## config.mk

```make
export PLATFORM = sky130hd
export DESIGN_NAME = week_clock_with_timeout
export DESIGN_NICKNAME = d
export VERILOG_FILES = /design/src/rtl/core/wcwt_pkg.sv /design/src/rtl/core/wcwt_input_stage.sv /design/src/rtl/core/wcwt_clock_core.sv /design/src/rtl/core/wcwt_block_calc.sv /design/src/rtl/core/week_clock_with_timeout.sv
export SDC_FILE = /design/constraint.sdc
export NUM_CORES = 1
export LEC_CHECK = 0
export ABC_AREA = 1
export BUFFER_PORTS_ARGS = -buffer_cell sky130_fd_sc_hd__buf_2
export CAP_MARGIN = 25
export CORE_MARGIN = 10
export CORE_UTILIZATION = 35
export DETAILED_ROUTE_END_ITERATION = 8
export PLACE_DENSITY_LB_ADDON = 0.15
export SYNTH_ARGS = -nofsm -noshare
export SYNTH_HDL_FRONTEND = slang
export SYNTH_SLANG_ARGS = --single-unit
```

## constraint.sdc

```tcl
create_clock -name clk_i -period 32 [get_ports clk_i]
set_clock_uncertainty 0.1 [all_clocks]
set_input_delay 4.8 -clock clk_i [delete_from_list [all_inputs] [get_ports clk_i]]
set_output_delay 4.8 -clock clk_i [all_outputs]
set_load 0.02 [all_outputs]
```

## src/rtl/core/wcwt_pkg.sv

```systemverilog
`timescale 1ns / 1ps
// Shared types, constants and constant-divide helpers for the week clock.
package wcwt_pkg;

  localparam logic [7:0]  TicksPerSecond = 8'd217;
  localparam logic [13:0] MinutesPerWeek = 14'd10080;
  localparam logic [13:0] MinutesPerDay  = 14'd1440;
  localparam logic [13:0] SetTimeOffset  = 14'd480;
  localparam logic [13:0] EarlyWrapBase  = 14'd9660;
  localparam logic [13:0] EarlyLimit     = 14'd300;
  localparam logic [5:0]  SecondsRoll    = 6'd60;
  localparam logic [5:0]  SkipRoll       = 6'd60;
  localparam logic [2:0]  EarlyDay       = 3'd6;

  // Reciprocals for floor division by small constants; exact over the input widths used.
  localparam logic [14:0] Div30Mul = 15'd17477;   // 2^19 / 30, rounded up
  localparam logic [17:0] Div60Mul = 18'd139811;  // 2^23 / 60, rounded up
  localparam logic [14:0] Div25Mul = 15'd20972;   // 2^19 / 25, rounded up

  typedef enum logic [2:0] {
    MODE_TICK        = 3'd0,
    MODE_SET_TIME    = 3'd1,
    MODE_SET_TIMEOUT = 3'd2,
    MODE_QUERY       = 3'd3,
    MODE_WRITE_FLAG  = 3'd4
  } mode_e;

  typedef struct packed {
    logic [2:0]  mode;
    logic [2:0]  set_day;
    logic [4:0]  set_hour;
    logic [5:0]  set_minute;
    logic [5:0]  set_second;
    logic [15:0] delay_seconds;
    logic [13:0] query_minute;
    logic        flag_value;
  } item_t;

  typedef struct packed {
    logic        timed_out;
    logic [5:0]  second;
    logic [13:0] minute;
    logic        update_flag;
    logic        led_off_pulse;
  } status_t;

  function automatic logic [9:0] div30(input logic [13:0] x);
    logic [28:0] p;
    p = 29'(x) * 29'(Div30Mul);
    return p[28:19];
  endfunction

  function automatic logic [10:0] div60(input logic [15:0] x);
    logic [33:0] p;
    p = 34'(x) * 34'(Div60Mul);
    return p[33:23];
  endfunction

  function automatic logic [4:0] mod25(input logic [13:0] x);
    logic [28:0] p;
    logic [13:0] q25;
    p   = 29'(x) * 29'(Div25Mul);
    q25 = 14'(p[28:19]) * 14'd25;
    return 5'(x - q25);
  endfunction

endpackage

```

## src/rtl/core/wcwt_input_stage.sv

```systemverilog
`timescale 1ns / 1ps
// Input register: holds one accepted beat until the clock core takes it.
module wcwt_input_stage (
  input  logic          clk_i,
  input  logic          rst_ni,
  input  logic          in_valid_i,
  output logic          in_stall_o,
  input  wcwt_pkg::item_t in_item_i,
  input  logic          advance_i,
  output logic          item_valid_o,
  output wcwt_pkg::item_t item_o
);

  logic            valid_q, valid_d;
  wcwt_pkg::item_t item_q;
  logic            take;

  // Hold the beat only while the result side cannot move.
  assign in_stall_o = valid_q & ~advance_i;
  assign take       = in_valid_i & ~in_stall_o;

  always_comb begin
    valid_d = valid_q;
    if (take) begin
      valid_d = 1'b1;
    end else if (advance_i) begin
      valid_d = 1'b0;
    end
  end

  always_ff @(posedge clk_i or negedge rst_ni) begin
    if (!rst_ni) begin
      valid_q <= 1'b0;
    end else begin
      valid_q <= valid_d;
    end
  end

  always_ff @(posedge clk_i) begin
    if (take) begin
      item_q <= in_item_i;
    end
  end

  assign item_valid_o = valid_q;
  assign item_o       = item_q;

endmodule

```

## src/rtl/core/wcwt_clock_core.sv

```systemverilog
`timescale 1ns / 1ps
// Clock state: tick divider, seconds, minutes, drift skip, deadline and update flag.
module wcwt_clock_core (
  input  logic              clk_i,
  input  logic              rst_ni,
  input  logic              load_i,
  input  wcwt_pkg::item_t   item_i,
  output logic [2:0]        day_next_o,
  output wcwt_pkg::status_t status_o
);

  logic [7:0]  div_q, div_d;
  logic [5:0]  sec_q, sec_d;
  logic [5:0]  skip_q, skip_d;
  logic [13:0] min_q, min_d;
  logic [2:0]  day_q, day_d;
  logic [5:0]  dsec_q, dsec_d;
  logic [13:0] dmin_q, dmin_d;
  logic        flag_q, flag_d;
  logic        pulse_q, pulse_d;

  logic [5:0]  sec_inc;
  logic [13:0] total;
  logic [10:0] delay_min;
  logic [5:0]  delay_rem;
  logic [6:0]  sec_sum;
  logic        carry;
  logic        min_wraps;

  assign sec_inc   = sec_q + 6'd1;
  assign total     = 14'(14'(item_i.set_day) * wcwt_pkg::MinutesPerDay)
                   + 14'(14'(item_i.set_hour) * 14'd60) + 14'(item_i.set_minute);
  assign delay_min = wcwt_pkg::div60(item_i.delay_seconds);
  assign delay_rem = 6'(item_i.delay_seconds - 16'(delay_min) * 16'd60);
  assign sec_sum   = 7'(sec_q) + 7'(delay_rem);
  assign carry     = (sec_sum > 7'd59);
  assign min_wraps = (min_q == wcwt_pkg::MinutesPerWeek) || (min_q == 14'h3FFF);

  always_comb begin
    div_d   = div_q;
    sec_d   = sec_q;
    skip_d  = skip_q;
    min_d   = min_q;
    day_d   = day_q;
    dsec_d  = dsec_q;
    dmin_d  = dmin_q;
    flag_d  = flag_q;
    pulse_d = 1'b0;
    case (wcwt_pkg::mode_e'(item_i.mode))
      wcwt_pkg::MODE_TICK: begin
        if (div_q != wcwt_pkg::TicksPerSecond) begin
          div_d = div_q + 8'd1;
        end else begin
          div_d = '0;
          if (sec_q == wcwt_pkg::SecondsRoll) begin
            sec_d = '0;
            if (skip_q == wcwt_pkg::SkipRoll) begin
              skip_d = '0;
            end else begin
              skip_d = skip_q + 6'd1;
              // New minute is zero on wrap, else min+1; test divisibility on the old value.
              if (min_q == wcwt_pkg::MinutesPerWeek) begin
                min_d = '0;
              end else begin
                min_d = min_q + 14'd1;
              end
              if (min_wraps || (wcwt_pkg::mod25(min_q) == 5'd24)) begin
                flag_d = 1'b0;
              end
            end
          end else begin
            sec_d   = sec_inc;
            pulse_d = (sec_inc inside {6'd0, 6'd20, 6'd40, 6'd60});
          end
        end
      end
      wcwt_pkg::MODE_SET_TIME: begin
        if (total >= wcwt_pkg::EarlyLimit) begin
          min_d = total - wcwt_pkg::SetTimeOffset;
        end else begin
          min_d = wcwt_pkg::EarlyWrapBase + total;
          day_d = wcwt_pkg::EarlyDay;
        end
        sec_d = item_i.set_second;
      end
      wcwt_pkg::MODE_SET_TIMEOUT: begin
        dsec_d = carry ? 6'(sec_sum - 7'd60) : 6'(sec_sum);
        dmin_d = min_q + 14'(delay_min) + 14'(carry);
      end
      wcwt_pkg::MODE_WRITE_FLAG: begin
        flag_d = item_i.flag_value;
      end
      default: begin
      end
    endcase
  end

  always_ff @(posedge clk_i or negedge rst_ni) begin
    if (!rst_ni) begin
      div_q   <= '0;
      sec_q   <= '0;
      skip_q  <= 6'd1;
      min_q   <= '0;
      day_q   <= '0;
      dsec_q  <= '0;
      dmin_q  <= '0;
      flag_q  <= 1'b1;
      pulse_q <= 1'b0;
    end else if (load_i) begin
      div_q   <= div_d;
      sec_q   <= sec_d;
      skip_q  <= skip_d;
      min_q   <= min_d;
      day_q   <= day_d;
      dsec_q  <= dsec_d;
      dmin_q  <= dmin_d;
      flag_q  <= flag_d;
      pulse_q <= pulse_d;
    end
  end

  assign day_next_o             = day_d;
  assign status_o.timed_out     = (sec_q >= dsec_q) && (min_q >= dmin_q);
  assign status_o.second        = sec_q;
  assign status_o.minute        = min_q;
  assign status_o.update_flag   = flag_q;
  assign status_o.led_off_pulse = pulse_q;

endmodule

```

## src/rtl/core/wcwt_block_calc.sv

```systemverilog
`timescale 1ns / 1ps
// Thirty-minute block of a queried week minute, truncated toward zero, low eight bits.
module wcwt_block_calc (
  input  logic        clk_i,
  input  logic        load_i,
  input  logic [13:0] query_minute_i,
  input  logic [2:0]  day_i,
  output logic [7:0]  block_index_o
);

  logic [13:0]        day_min;
  logic signed [14:0] diff;
  logic [13:0]        mag;
  logic [9:0]         quot;
  logic [7:0]         block_q;

  assign day_min = 14'(14'(day_i) * wcwt_pkg::MinutesPerDay);
  assign diff    = $signed({1'b0, query_minute_i}) - $signed({1'b0, day_min});
  assign mag     = diff[14] ? 14'(-diff) : diff[13:0];
  assign quot    = wcwt_pkg::div30(mag);

  always_ff @(posedge clk_i) begin
    if (load_i) begin
      block_q <= diff[14] ? 8'(-quot) : quot[7:0];
    end
  end

  assign block_index_o = block_q;

endmodule

```

## src/rtl/core/week_clock_with_timeout.sv

```systemverilog
`timescale 1ns / 1ps
// Top level of the minute-of-week clock with timeout deadline and block query.
//
//   channel | direction | handshake               | payload
//   --------+-----------+-------------------------+----------------------------------------
//   in      | input     | in_valid_i / in_stall_o | mode, set time, delay, query, flag
//   out     | output    | out_valid_o/out_stall_i | timed_out, second, minute, flag, led, block
//
// One beat per cycle sustained while the result side does not stall; a taken beat is held
// in the input register, then loads the state and result registers, where it is offered.
// The clock state registers are the result register: they load when a beat moves on.
// Reset clears the handshake and the clock state to its power-up values.
// A stall on the result side holds the state and result, and in_stall_o rises only
// once the input register is also full.
module week_clock_with_timeout (
  input  logic        clk_i,
  input  logic        rst_ni,
  input  logic        in_valid_i,
  output logic        in_stall_o,
  input  logic [2:0]  mode_i,
  input  logic [2:0]  set_day_i,
  input  logic [4:0]  set_hour_i,
  input  logic [5:0]  set_minute_i,
  input  logic [5:0]  set_second_i,
  input  logic [15:0] delay_seconds_i,
  input  logic [13:0] query_minute_i,
  input  logic        flag_value_i,
  output logic        out_valid_o,
  input  logic        out_stall_i,
  output logic        timed_out_o,
  output logic [5:0]  current_second_o,
  output logic [13:0] current_minute_o,
  output logic        update_pending_o,
  output logic        led_off_pulse_o,
  output logic [7:0]  block_index_o
);

  wcwt_pkg::item_t   in_item;
  wcwt_pkg::item_t   item;
  wcwt_pkg::status_t status;
  logic              item_valid;
  logic              advance;
  logic              load;
  logic [2:0]        day_next;
  logic              out_valid_q, out_valid_d;

  assign in_item.mode          = mode_i;
  assign in_item.set_day       = set_day_i;
  assign in_item.set_hour      = set_hour_i;
  assign in_item.set_minute    = set_minute_i;
  assign in_item.set_second    = set_second_i;
  assign in_item.delay_seconds = delay_seconds_i;
  assign in_item.query_minute  = query_minute_i;
  assign in_item.flag_value    = flag_value_i;

  // The result slot can move when it is empty or being taken this cycle.
  assign advance = ~out_valid_q | ~out_stall_i;
  assign load    = advance & item_valid;

  wcwt_input_stage u_input (
    .clk_i        (clk_i),
    .rst_ni       (rst_ni),
    .in_valid_i   (in_valid_i),
    .in_stall_o   (in_stall_o),
    .in_item_i    (in_item),
    .advance_i    (advance),
    .item_valid_o (item_valid),
    .item_o       (item)
  );

  wcwt_clock_core u_core (
    .clk_i      (clk_i),
    .rst_ni     (rst_ni),
    .load_i     (load),
    .item_i     (item),
    .day_next_o (day_next),
    .status_o   (status)
  );

  // Block query uses the day base as it stands after this beat.
  wcwt_block_calc u_block (
    .clk_i          (clk_i),
    .load_i         (load),
    .query_minute_i (item.query_minute),
    .day_i          (day_next),
    .block_index_o  (block_index_o)
  );

  always_comb begin
    out_valid_d = out_valid_q;
    if (advance) begin
      out_valid_d = item_valid;
    end
  end

  always_ff @(posedge clk_i or negedge rst_ni) begin
    if (!rst_ni) begin
      out_valid_q <= 1'b0;
    end else begin
      out_valid_q <= out_valid_d;
    end
  end

  assign out_valid_o      = out_valid_q;
  assign timed_out_o      = status.timed_out;
  assign current_second_o = status.second;
  assign current_minute_o = status.minute;
  assign update_pending_o = status.update_flag;
  assign led_off_pulse_o  = status.led_off_pulse;

endmodule

```

---- Word-level counts from Yosys, hierarchy flattened ----
Index checks and enable logic that the tools add are counted.
word-level totals
  register bits after elaboration ......... 123
  input bits .............................. 58
  output and inout bits ................... 33
  logic and storage cells ................. 115
operators by class
  add/sub/neg operators ................... 17
  $mul .................................... 8
  magnitude comparators ................... 4
  equal/unequal tests ..................... 16
  mux-type cells .......................... 26
  bitwise gates (word level) .............. 9
  reduce and logical (&&, ||, !) cells .... 15
operators with widths
  kind                                                                     count
  14-bit two-way mux                                                       6
  16-bit by 18-bit multiplier with 34-bit output (second input constant)   1
  14-bit by 11-bit adder with 14-bit output                                2
  14-bit equality test (second input constant)                             2
  14-bit one-hot mux with 2 select lines                                   1
  14-bit by 13-bit multiplier with 27-bit output (second input constant)   1
  14-bit by 15-bit multiplier with 27-bit output (second input constant)   1
  6-bit equality test (second input constant)                              4
  6-bit two-way mux                                                        4
  3-bit by 6-bit multiplier with 9-bit output (second input constant)      2
  8-bit two-way mux                                                        2
  14-bit by 14-bit subtractor with 15-bit output                           1
  14-bit by 1-bit adder with 14-bit output                                 1
  14-bit by 1-bit adder with 14-bit output (second input constant)         1
  14-bit adder (first input constant)                                      1
  14-bit by 6-bit adder with 14-bit output                                 1
  14-bit >= comparator                                                     1
  14-bit by 9-bit >= comparator with 1-bit output (second input constant)  1
  14-bit negation                                                          1
  14-bit by 9-bit subtractor with 14-bit output (second input constant)    1
  6-bit by 1-bit adder with 6-bit output (second input constant)           2
  6-bit one-hot mux with 2 select lines                                    1
  11-bit by 4-bit multiplier with 4-bit output (second input constant)     1
  10-bit by 5-bit multiplier with 5-bit output (second input constant)     1
  34 further kinds                                                         55

---- Longest topological paths before layout ----
Gate-level depths: netlist of the first run.
  depth after elaboration ................. 13
  gate-level depth with buffers ........... 71
  gate-level depth less buffers ........... 71

---- By module ----
From an unflattened synthesis of the first run, not the netlist that was laid out.
unflattened totals
  cells, all modules ...................... 2260
  area total of the unflattened synthesis .. 18715.4 um^2
modules (own cells, without submodules)
  module                   instances  cells an instance  area each (um^2)  sequential area each (um^2)
  wcwt_clock_core          1          1653               13075.0           1478.9
  wcwt_block_calc          1          541                3920.0            240.2
  wcwt_input_stage         1          61                 1679.1            1646.6
  week_clock_with_timeout  1          5                  41.3              25.0

---- Worst setup path before layout of the first run ----
OpenSTA, ideal clock, no wires.
  path kind ............................... flip-flop to flip-flop
  start point ............................. reg u_input.item_q (netlist bit u_input.item_o[46])
  end point ............................... reg u_block.block_q[7] (netlist: u_block.block_index_o[7]), data pin
  setup time .............................. 0.253 ns
  arrival time ............................ 10.740 ns
  required time ........................... 31.647 ns
  path slack .............................. 20.908 ns
  stages on the path, launching flop included .. 64
  buffers on the path ..................... 1
  clock period less this slack ............ 11.092 ns
  path through ............................ edfxtp_1 -> inv_1 -> fa_1 -> fa_1 -> inv_1 -> ha_1 -> a21oi_1 -> nand2_1 -> a21o_1 -> a21oi_1 -> xor2_1 -> ha_1 -> ha_1 -> nand2_1 -> inv_1 -> a21oi_1 -> nand2_1 -> nand2_1 -> [28 not listed] -> inv_1 -> fa_1 -> fa_1 -> ha_1 -> a21oi_1 -> o21ai_0 -> nand2_1 -> nand2_1 -> nor2_1 -> o31ai_1 -> a31oi_1 -> nand2_2 -> xnor2_2 -> nand2_1 -> nand2_1 -> nand3_1 -> nand2_1 -> nand2_1
on the way
  longest elaborated chain between the ends .. 13
RTL lines
  element                                            RTL line                       source
  from (decl)                                        wcwt_input_stage.sv:15         wcwt_pkg::item_t item_q;
  from (signal assigned)                             wcwt_input_stage.sv:41         item_q <= in_item_i;
  5-bit by 4-bit multiplier with 9-bit output *      wcwt_clock_core.sv:32          + 14'(14'(item_i.set_hour) * 14'd60) + 14'(item_i.set_minute);
  14-bit by 11-bit adder with 14-bit output *        wcwt_clock_core.sv:32
  14-bit by 6-bit adder with 14-bit output *         wcwt_clock_core.sv:32
  14-bit by 9-bit >= comparator with 1-bit output *  wcwt_clock_core.sv:78          if (total >= wcwt_pkg::EarlyLimit) begin
  3-bit two-way mux *                                wcwt_clock_core.sv:78
  3-bit two-way mux *                                wcwt_clock_core.sv:49          case (wcwt_pkg::mode_e'(item_i.mode))
  named net day_next[0]                              week_clock_with_timeout.sv:44  logic [2:0] day_next;
  3-bit by 6-bit multiplier with 9-bit output *      wcwt_block_calc.sv:17          assign day_min = 14'(14'(day_i) * wcwt_pkg::MinutesPerDay);
  14-bit by 14-bit subtractor with 15-bit output *   wcwt_block_calc.sv:18          assign diff = $signed({1'b0, query_minute_i}) - $signed({1'b0, day_min});
  14-bit negation                                    wcwt_block_calc.sv:19          assign mag = diff[14] ? 14'(-diff) : diff[13:0];
  14-bit two-way mux                                 wcwt_block_calc.sv:19
  14-bit by 15-bit multiplier with 27-bit output     wcwt_pkg.sv:49                 p = 29'(x) * 29'(Div30Mul);
  8-bit negation                                     wcwt_block_calc.sv:24          block_q <= diff[14] ? 8'(-quot) : quot[7:0];
  8-bit two-way mux *                                wcwt_block_calc.sv:24
  to (signal assigned)                               wcwt_block_calc.sv:24
  to (decl)                                          wcwt_block_calc.sv:15          logic [7:0] block_q;
Mark *: on every way through the listed nets, which the timed path passes. The rest lies on a longest branch.
A chain may end at the register's enable or synchronous reset.

---- Worst setup path in the final report of the first run ----
Ends and elaborated chain as after synthesis.

==> impl_results.md, run 1 <==
- Status: completed
- Hold Path End: u_core.day_q[2]
- Post-layout min period: 12.14 ns
- Sequential area share after synthesis: 19.0%
- Final Cycle Share: 37.9%
- Max cap viols: 0
- Reg2Reg Depth: 63
- Mapped Area: 0.0178 mm²
- GR Util All Layers: around 15%
- TritonCTS Buffers: 17
- Core ar.: 0.0503 mm²
- GRT overflow: 0
- Routed Antenna Nets: 0
- RSZ-0062 raised after global routing: no
- Final Hold Viols: 0
- Buf/Inv on CP: 10
- Initial core utilization: 35.4%
- HPWL after DPL: 36900 µm
- Routability congestion estimate: 0.871
- Gate Count Post-Synth: approximately 2100
- Die W: 246 µm
- Synth Flop Type: edfxtp_1
- Area share of the largest cell type after synthesis: 28.6%
- Setup_tns: 0 ns
- Required time of the critical path: 32.11 ns
- Fmax: 0.0824 GHz
- Synth area leaders: ha_1 29%, fa_1 15%, edfxtp_1 10%
- Ys async rst share: around 50%
- Vias in the first global route: ~14000
- H-tree levels: 4
- R2r startpoint: u_input.item_o[46]
- Largest net degree at the start of global routing: 62
- Buffer count from post-CTS setup fixing: 0
- Util after Layout: 39.2%
- Clock latency at the later pin of the worst-skew pair: 0.45 ns
- Number of flops mapped to enable cells by yosys: 62
- Final WL: between 40000 and 50000 µm
- Most frequent cell after synthesis: inv_1
- RR Endpoint: u_block.block_index_o[7]
- Min-delay src: u_core.day_q[2]
- CP Launch Type: flop
- Flop2flop setup slack: 19.86 ns
- Port Buffer Count: 90
- Row cnt: 82
- N_diodes: 0
- Die area: a little over 0.06 mm²
- Final Worst Setup Slack: 19.86 ns
- Via density: roughly 4.7
- Post-CTS resize count: 0
- DRC Markers: 0
- Initial DRC Count: 507
- Setup WS pre-CTS: ~20 ns
- Clk root buf: clkbuf_16
- Syn-to-layout area delta: 10.6%
- Max stage delay on crit path: 0.51 ns
- Hold depth: 2
- Ports: slightly above 90
- Syn avg cell area: ~8.6 µm²
- Largest area contributor in the netlist: ha_1
- # fillers: 5198
- Syn Nets: roughly 2700
- CP dominant cell by count: nand2_1
- Yosys warning count: 0
- WL/cell: roughly 15 µm
- Crit Path Category: reg -> reg
- Yosys cell types: 50
- First-pass GRT wire length: 72700 µm
- Nets: about 2800
- Clk slew on worst S/H paths: approximately 0.06 ns
- Deepest clock path buffer count: 2
- Chip Height: 246 µm
- Setup violators final: 0
- Slowest library cell on the worst path: fa_1
- Fin. max-slew vios: 0
- Initial antenna violation count: 0
- Initial DRT Pass Iterations: 5
- Clk sinks: 123
- Layout cells sized above 1: a little over 8%
- Worst slew pin tran: approximately 1.1 ns
- Arrival time at the worst endpoint: between 10 and 15 ns
- Crit. End Element: flop
- Crit-path leading delay family: adder cells
- Relative slew slack: 29.3%
- Hold Buf Count CTS: 0
- CP max FO: 19
- #FFs+latches synth: 123
- Via Count: 13500
- Hold Path Class: reg -> reg
- CTS tree: built
- Top post-synthesis cells by count: 460 x inv_1, 407 x ha_1, 307 x nand2_1, 130 x fa_1, 122 x nor2_1
==> worst register-to-register path: cells and delay by family (launching register included) <==
kind | cells | cell delay [ns]
xor gates and xnor gates | 3 | 0.47
AOI/OAI and AO/OA | 9 | 1.41
buffers and inverters | 10 | 0.96
DFF | 1 | 0.48
and+or+nand+nor | 26 | 2.97
adders and majority gates | 15 | 5.48
==> cells by family after synthesis <==
logic type,count (synthesis),synth area share (%)
AOI/OAI and AO/OA,268,8.63
xor gates and xnor gates,86,4.40
adders and majority gates,537,43.2
buffers and inverters,475,10.0
DFF,123,19.0
and+or+nand+nor,589,14.7
==> placed cells by master, fill, tap and decap left out, types with 5 or more instances in the layout <==
cell type	n
or2_2	8
nor4_1	9
a31oi_1	19
dfrtp_1	59
nand2_2	14
nand3_2	9
xor2_1	57
o21bai_1	8
o211ai_1	5
nand3b_1	5
nand2_1	307
a22oi_1	13
a21oi_1	110
nor3_1	20
buf_2	90
o21ai_0	75
xnor2_1	25
inv_1	459
o21a_1	8
ha_1	407
nor2_1	122
nand3_1	55
edfxtp_1	62
o31ai_1	5
fa_1	130
nand4_1	23
buf_4	7
clkbuf_16	17
==> worst max path at each step <==
stage,startpoint,end,cells after the start
2_1_floorplan,u_input.item_o[46],u_block.block_index_o[7],63
3_3_place_gp,u_input.item_o[46],u_block.block_index_o[7],63
3_5_place_dp,u_input.item_o[46],u_block.block_index_o[7],63
4_1_cts,u_input.item_o[46],u_block.block_index_o[7],63
5_1_grt,u_input.item_o[46],u_block.block_index_o[5],63
6_report,u_input.item_o[46],u_block.block_index_o[7],63
==> registers in the layout, indices dropped and copies added, names as in the netlist <==
register and flops:
u_core.min_q 14, u_core.div_q 8, u_core.flag_q 1, u_core.day_q 3, u_input.item_valid_o 1, u_block.block_index_o 8
u_core.dsec_q 6, u_core.pulse_q 1, out_valid_o 1, u_core.skip_q 6, u_input.item_o 54, u_core.dmin_q 14
u_core.sec_q 6
==> final cells by class <==
class,instances,area [µm²],share of cell area [%]
inverter,467,1750,8.90
tap,672,841,4.27
clock inverter,10,118,0.597
timing repair buffer,97,503,2.55
clock buffer,22,454,2.31
sequential,123,3390,17.2
multi-input combinational,1480,12600,64.2
==> per-stage QoR <==
| step | hold slack (ns) | instance area, µm² | cells |
|---|---|---|---|
| finish | 0.362 | 19700 | 2871 |
| global placement | 0.341 | 19100 | 2839 |
| CTS | 0.366 | 19700 | 2871 |
| global route | 0.378 | 19700 | 2871 |
| floorplan | 0.331 | 17800 | 2078 |
| detailed placement | 0.354 | 19100 | 2839 |
==> metal layers <==
layer / routed length (µm) / share of wire (%) / track usage, %
met3: 1300 / 3.0 / 2.05
met2: 20400 / 47 / 24.9
met4: 772 / 1.8 / 4.56
met5: 0 / 0 / 0
met1: 21200 / 49 / 19.9
Power of run 1 is not shown: default switching activity piles up to over one toggle a cycle in this logic, so the estimate is an artifact.
==> inputs of run 2 (changes only) <==
Clock period 32 ns to 10.95 ns, I/O delays scaled along.
==> run 2 against run 1 <==
Fmax up 11%. Register-to-register slack worse by 20 ns. Critical path depth up 1. Cell count up 5.0%. Via count up 3.9%. Sequential share of layout area down 1.4 points. Worst setup slack worse by 20 ns. Core utilization up 3.5 points. Non-clock buffer count up 144.
==> impl_results.md, run 2 (synthesized netlist as in run 1, its figures left out) <==
- Die area: approximately 0.06 mm²
- Routability congestion estimate: roughly 0.85
- CTS tree: built
- CP Launch Type: flop
- Port Buffer Count: 90
- Chip Height: 246 µm
- Routed Antenna Nets: 0
- WL/cell: 15.0 µm
- Nets: approximately 2900
- Required time of the critical path: 11.08 ns
- Layout cells sized above 1: a little under a fifth
- Clock latency at the later pin of the worst-skew pair: 0.48 ns
- Clk slew on worst S/H paths: approximately 0.060 ns
- Clk sinks: around 120
- # fillers: a little over 5000
- Crit Path Category: reg -> reg
- Final WL: 45200 µm
- Syn-to-layout area delta: 20.4%
- Initial antenna violation count: 0
- Largest register FFs: 54
- Max stage delay on crit path: about 0.6 ns
- Initial DRT Pass Iterations: 5
- Initial DRC Count: ~560
- Deepest clock path buffer count: 2
- Setup violators final: 0
- Min-delay src: u_core.flag_q
- Row cnt: 82
- GR Util met1: 19.8%
- N_diodes: 0
- Most Crowded Layer GR: met2
- Commonest non-fill, non-tap cell in the layout: inv_1
- Hold Path Class: reg -> reg
- Ports: 91
- Commonest non-fill, non-tap cells in the layout: 447 x inv_1, 388 x ha_1, 284 x nand2_1, 146 x buf_4, 126 x fa_1
- RSZ-0062 raised after global routing: yes
- Core ar.: 0.0503 mm²
- Vias in the first global route: 14500
- Fin. max-slew vios: 0
- CP max FO: 7
- Fmax: 0.0915 GHz
- GR Util All Layers: ~15%
- Arrival time at the worst endpoint: 11.07 ns
- Final Hold Viols: 0
- TritonCTS Buffers: 17
- DRC Markers: 0
- Via density: around 4.7
- Relative slew slack: between 30% and 40%
- Status: completed
- GRT overflow: 0
- Initial core utilization: 35.4%
- HPWL after DPL: around 38000 µm
- H-tree levels: 4
- First-pass GRT wire length: 73800 µm
- R2r startpoint: u_input.item_o[45]
- Critical Path Source: u_input.item_o[45]
- Slowest library cell on the worst path: fa_1
- Post-layout min period: about 11 ns
- Met2 GRT Util: roughly 26%
- Crit. End Element: flop
- Max cap viols: 0
- Worst slew pin tran: 0.911 ns
- CP dominant cell by count: nand2_1
- Die W: 246 µm
- Final Cycle Share: between 90 and 100%
- Clk root buf: clkbuf_16
- Largest net degree at the start of global routing: 62
- Util after Layout: between 40% and 50%
- Via Count: 14000
- GR Util met3: 3.20%
run 2: changes by cell type in the layout (fill, tap and decap cells not counted), moves of 10 or more:
cell / delta
inv_2: +10
nand2_1: -23
nor2_2: +12
a21oi_1: -12
nor2_1: -17
buf_4: +139
a21oi_2: +11
ha_1: -19
ha_4: +18
inv_1: -12
nand2_2: +19
run 2: metrics by stage:
| step | instances | setup slack (ns) | setup TNS (ns) | cell area [µm²] | hold WS (ns) |
|---|---|---|---|---|---|
| finish | 3015 | 0.0154 | 0 | 21500 | 0.359 |
| global route | 3015 | -0.611 | -3.65 | 21500 | 0.396 |
| CTS | 3000 | 0.000925 | 0 | 20900 | 0.365 |
| detailed placement | 2963 | -0.356 | -2.08 | 20100 | 0.355 |
| global placement | 2963 | -0.203 | -0.904 | 20100 | 0.340 |
| floorplan | 2078 | 0.0293 | 0 | 17800 | 0.331 |
run 2: worst paths after layout:
path	end	slack, ns	depth (start not counted)
worst max-delay path	u_block.block_index_o[7]	0.02	64
worst min-delay path	u_core.flag_q	0.36	2
worst max register to register	u_block.block_index_o[7]	0.02	64
worst min register to register	u_core.flag_q	0.36	2
max in group asynchronous	u_core.pulse_q	8.87	2
min in group asynchronous	u_core.min_q[1]	1.24	2
run 2: layout make-up:
class | count | area (µm²) | share of cell area, %
clock inverters | 10 | 106 | 0.496
repair buffers | 241 | 1600 | 7.47
multi-input cells | 1480 | 13200 | 61.7
inverters | 467 | 1760 | 8.19
well taps | 672 | 841 | 3.92
flip-flops and latches | 123 | 3390 | 15.8
clock buffers | 22 | 508 | 2.37
run 2: worst max-delay path: cells and delay by family (launching register included):
kind	cells	cell delay, ns
AOI/OAI and AO/OA	9	1.16
xor gates and xnor gates	3	0.38
adders and majority gates	15	5.25
buffers and inverters	11	0.80
DFF	1	0.42
and+or+nand+nor	26	2.56
run 2: metal layers:
metal | up-vias | share of wire (%)
met2 | 132 | 47
met4 | 0 | 1.3
met3 | 30 | 3.2
li1 | 7259 | -
met5 | - | 0
met1 | 6616 | 48
run 2: repair_timing:
item                       CTS  global route
gates resized for setup     31           111
setup endpoints to repair    7            10
pin swaps                   18            77
hold buffers                 0             0
buffers inserted             5            15
Power of run 2 is left out for the same reason.
==> inputs of run 3 (changes only) <==
Settings changed: ABC_AREA 1 to 0.
==> run 3 against run 2 <==
The run now ends with setup timing left. Hold slack better by 0.017 ns. Cell count shrank 9.6%. Sequential share of layout area up 0.47 points. Register-to-register slack worse by 1.6 ns. Synthesized cell count down 14%. Critical path type unchanged. Highest routed layer unchanged.
==> impl_results.md, run 3 <==
- R2r startpoint: u_input.item_o[44]
- Failing checks: setup timing
- CP Launch Type: flop
- Fmax: 0.0798 GHz
- TritonCTS Buffers: 17
- Commonest non-fill, non-tap cells in the layout: 395 x ha_1, 331 x inv_1, 174 x buf_4, 126 x fa_1, 90 x buf_2
- Die W: 242 µm
- Setup_tns: -9.81 ns
- Hold Path Class: reg -> reg
- Nets: 2645
- Largest register FFs: 54
- GRT overflow: 0
- H-tree levels: 4
- GR Util All Layers: 14.7%
- Yosys warning count: 0
- Via density: 4.72
- Largest net degree at the start of global routing: 62
- Number of flops mapped to enable cells by yosys: between 60 and 70
- Mapped Area: 0.0172 mm²
- Synth area leaders: ha_1 30%, fa_1 15%, edfxtp_1 11%
- Worst slew pin tran: 0.857 ns
- Clock latency at the later pin of the worst-skew pair: 0.44 ns
- Clk root buf: clkbuf_16
- Syn Nets: 2374
- Deepest clock path buffer count: 2
- Relative slew slack: 42.8%
- Arrival time at the worst endpoint: about 13 ns
- Critical Path Source: u_input.item_o[44]
- Max cap viols: 0
- Gate Count Post-Synth: ~1800
- Top post-synthesis cells by count: 407 x ha_1, 339 x inv_1, 130 x fa_1, 94 x o21ai_0, 80 x nor2_1
- HPWL after DPL: about 35000 µm
- Ports: 91
- Status: finished with violations
- Slowest library cell on the worst path: fa_1
- Row cnt: 81
- Final WL: 42400 µm
- CP endpoint: u_block.block_index_o[6]
- Clk slew on worst S/H paths: 0.06 ns
- Final Hold Viols: 0
- Crit Path Category: reg -> reg
- Initial antenna violation count: 0
- Hold Buf Count CTS: 0
- Largest area contributor in the netlist: ha_1
- Commonest non-fill, non-tap cell in the layout: ha_1
- Initial DRC Count: about 530
- Area share of the largest cell type after synthesis: 29.5%
- Syn avg cell area: about 9.7 µm²
- Chip Height: approximately 240 µm
- Setup violators final: 8
- Layout cells sized above 1: 18.8%
- Yosys cell types: 80
- #FFs+latches synth: 123
- Die area: 0.0585 mm²
- Sequential area share after synthesis: 19.7%
- Ys async rst share: 49.6%
- WL/cell: 15.5 µm
- Util after Layout: ~43%
- N_diodes: 0
- Final Cycle Share: 114%
- Crit-path leading delay family: adder cells
- Vias in the first global route: 13700
- Syn-to-layout area delta: 20.9%
- Clk sinks: 123
- Buf/Inv on CP: 12
- RR Endpoint: u_block.block_index_o[6]
- Core ar.: 0.0488 mm²
- Max stage delay on crit path: 0.55 ns
- Port Buffer Count: 90
- Flop2flop setup slack: -1.59 ns
- Reg2Reg Depth: 52
- Final Worst Setup Slack: -1.59 ns
- Synth Flop Type: edfxtp_1
- RSZ-0062 raised after global routing: yes
- Fin. max-slew vios: 0
- Routed Antenna Nets: 0
- Required time of the critical path: 11.05 ns
- CP max FO: 4
- Most frequent cell after synthesis: ha_1
- Setup WS pre-CTS: -1.79 ns
- Post-layout min period: 12.54 ns
- Routability congestion estimate: 0.853
- Crit. End Element: flop
- Crit path depth: 52
- CTS tree: built
- First-pass GRT wire length: roughly 70000 µm
- Initial core utilization: a little over a third
- Via Count: 12900
- Initial DRT Pass Iterations: 5
- DRC Markers: 0
run 3: metal layers:
metal	up-vias	part of all wire (%)	global-route usage (%)
met5	-	0	0
met4	0	1.7	3.79
met3	39	2.1	2.09
met2	141	48	25.3
met1	6087	48	19.0
li1	6603	-	-
run 3: how the worst min path moves through the flow:
stage                                 start                 to  slack (ns)  cells past startpoint
after floorplan           u_core.dmin_q[10]  u_core.dmin_q[10]        0.35                      2
after detailed placement   u_core.dmin_q[7]   u_core.dmin_q[7]        0.37                      2
final                      u_core.dmin_q[7]   u_core.dmin_q[7]        0.38                      2
after global routing       u_core.dmin_q[7]   u_core.dmin_q[7]        0.41                      2
after global placement     u_core.dsec_q[3]   u_core.dsec_q[3]        0.36                      2
after CTS                  u_core.dmin_q[7]   u_core.dmin_q[7]        0.38                      2
run 3: tightest hold or removal path, stage by stage (launching register included):
cell and delay [ns]:
dfrtp_1 0.34, nand2_1 0.05, o31ai_1 0.05
run 3: what timing repair did:
item                                    in CTS  in global routing
endpoints found under the setup margin       8                 11
buffers inserted                            10                 13
resized for setup                           16                 36
pin swaps                                   36                 32
run 3: logic make-up (layout without fill, tap and decap cells):
kind of cell             Yosys count  in the layout  synth area share, %
multiplexers                       9              9                0.552
AO/OA/AOI/OAI                    318            318                 12.1
XOR/XNOR                         108            108                 5.49
flip-flops                       123            123                 19.7
AND/OR/NAND/NOR                  324            324                 9.56
adder cells (fa/ha/maj)          539            539                 44.8
buffers and inverters            358            642                 7.84
run 3: final cells by class:
class | count | area (µm²)
repair buffers | 271 | 1840
well taps | 664 | 831
clock inverters | 11 | 130
multi-input cells | 1298 | 12900
flip-flops and latches | 123 | 3390
clock buffers | 21 | 472
inverters | 339 | 1270
fillers | 4824 | 28000
run 3: through the flow:
| stage | std cells | hold slack [ns] | instance area [µm²] |
|---|---|---|---|
| 3_5_place_dp | 2673 | 0.369 | 19800 |
| 4_1_cts | 2715 | 0.383 | 20600 |
| 6_report | 2727 | 0.376 | 20800 |
| 5_1_grt | 2727 | 0.407 | 20800 |
| 2_1_floorplan | 1779 | 0.349 | 17500 |
| 3_3_place_gp | 2673 | 0.364 | 19800 |
Power of run 3 is left out for the same reason.
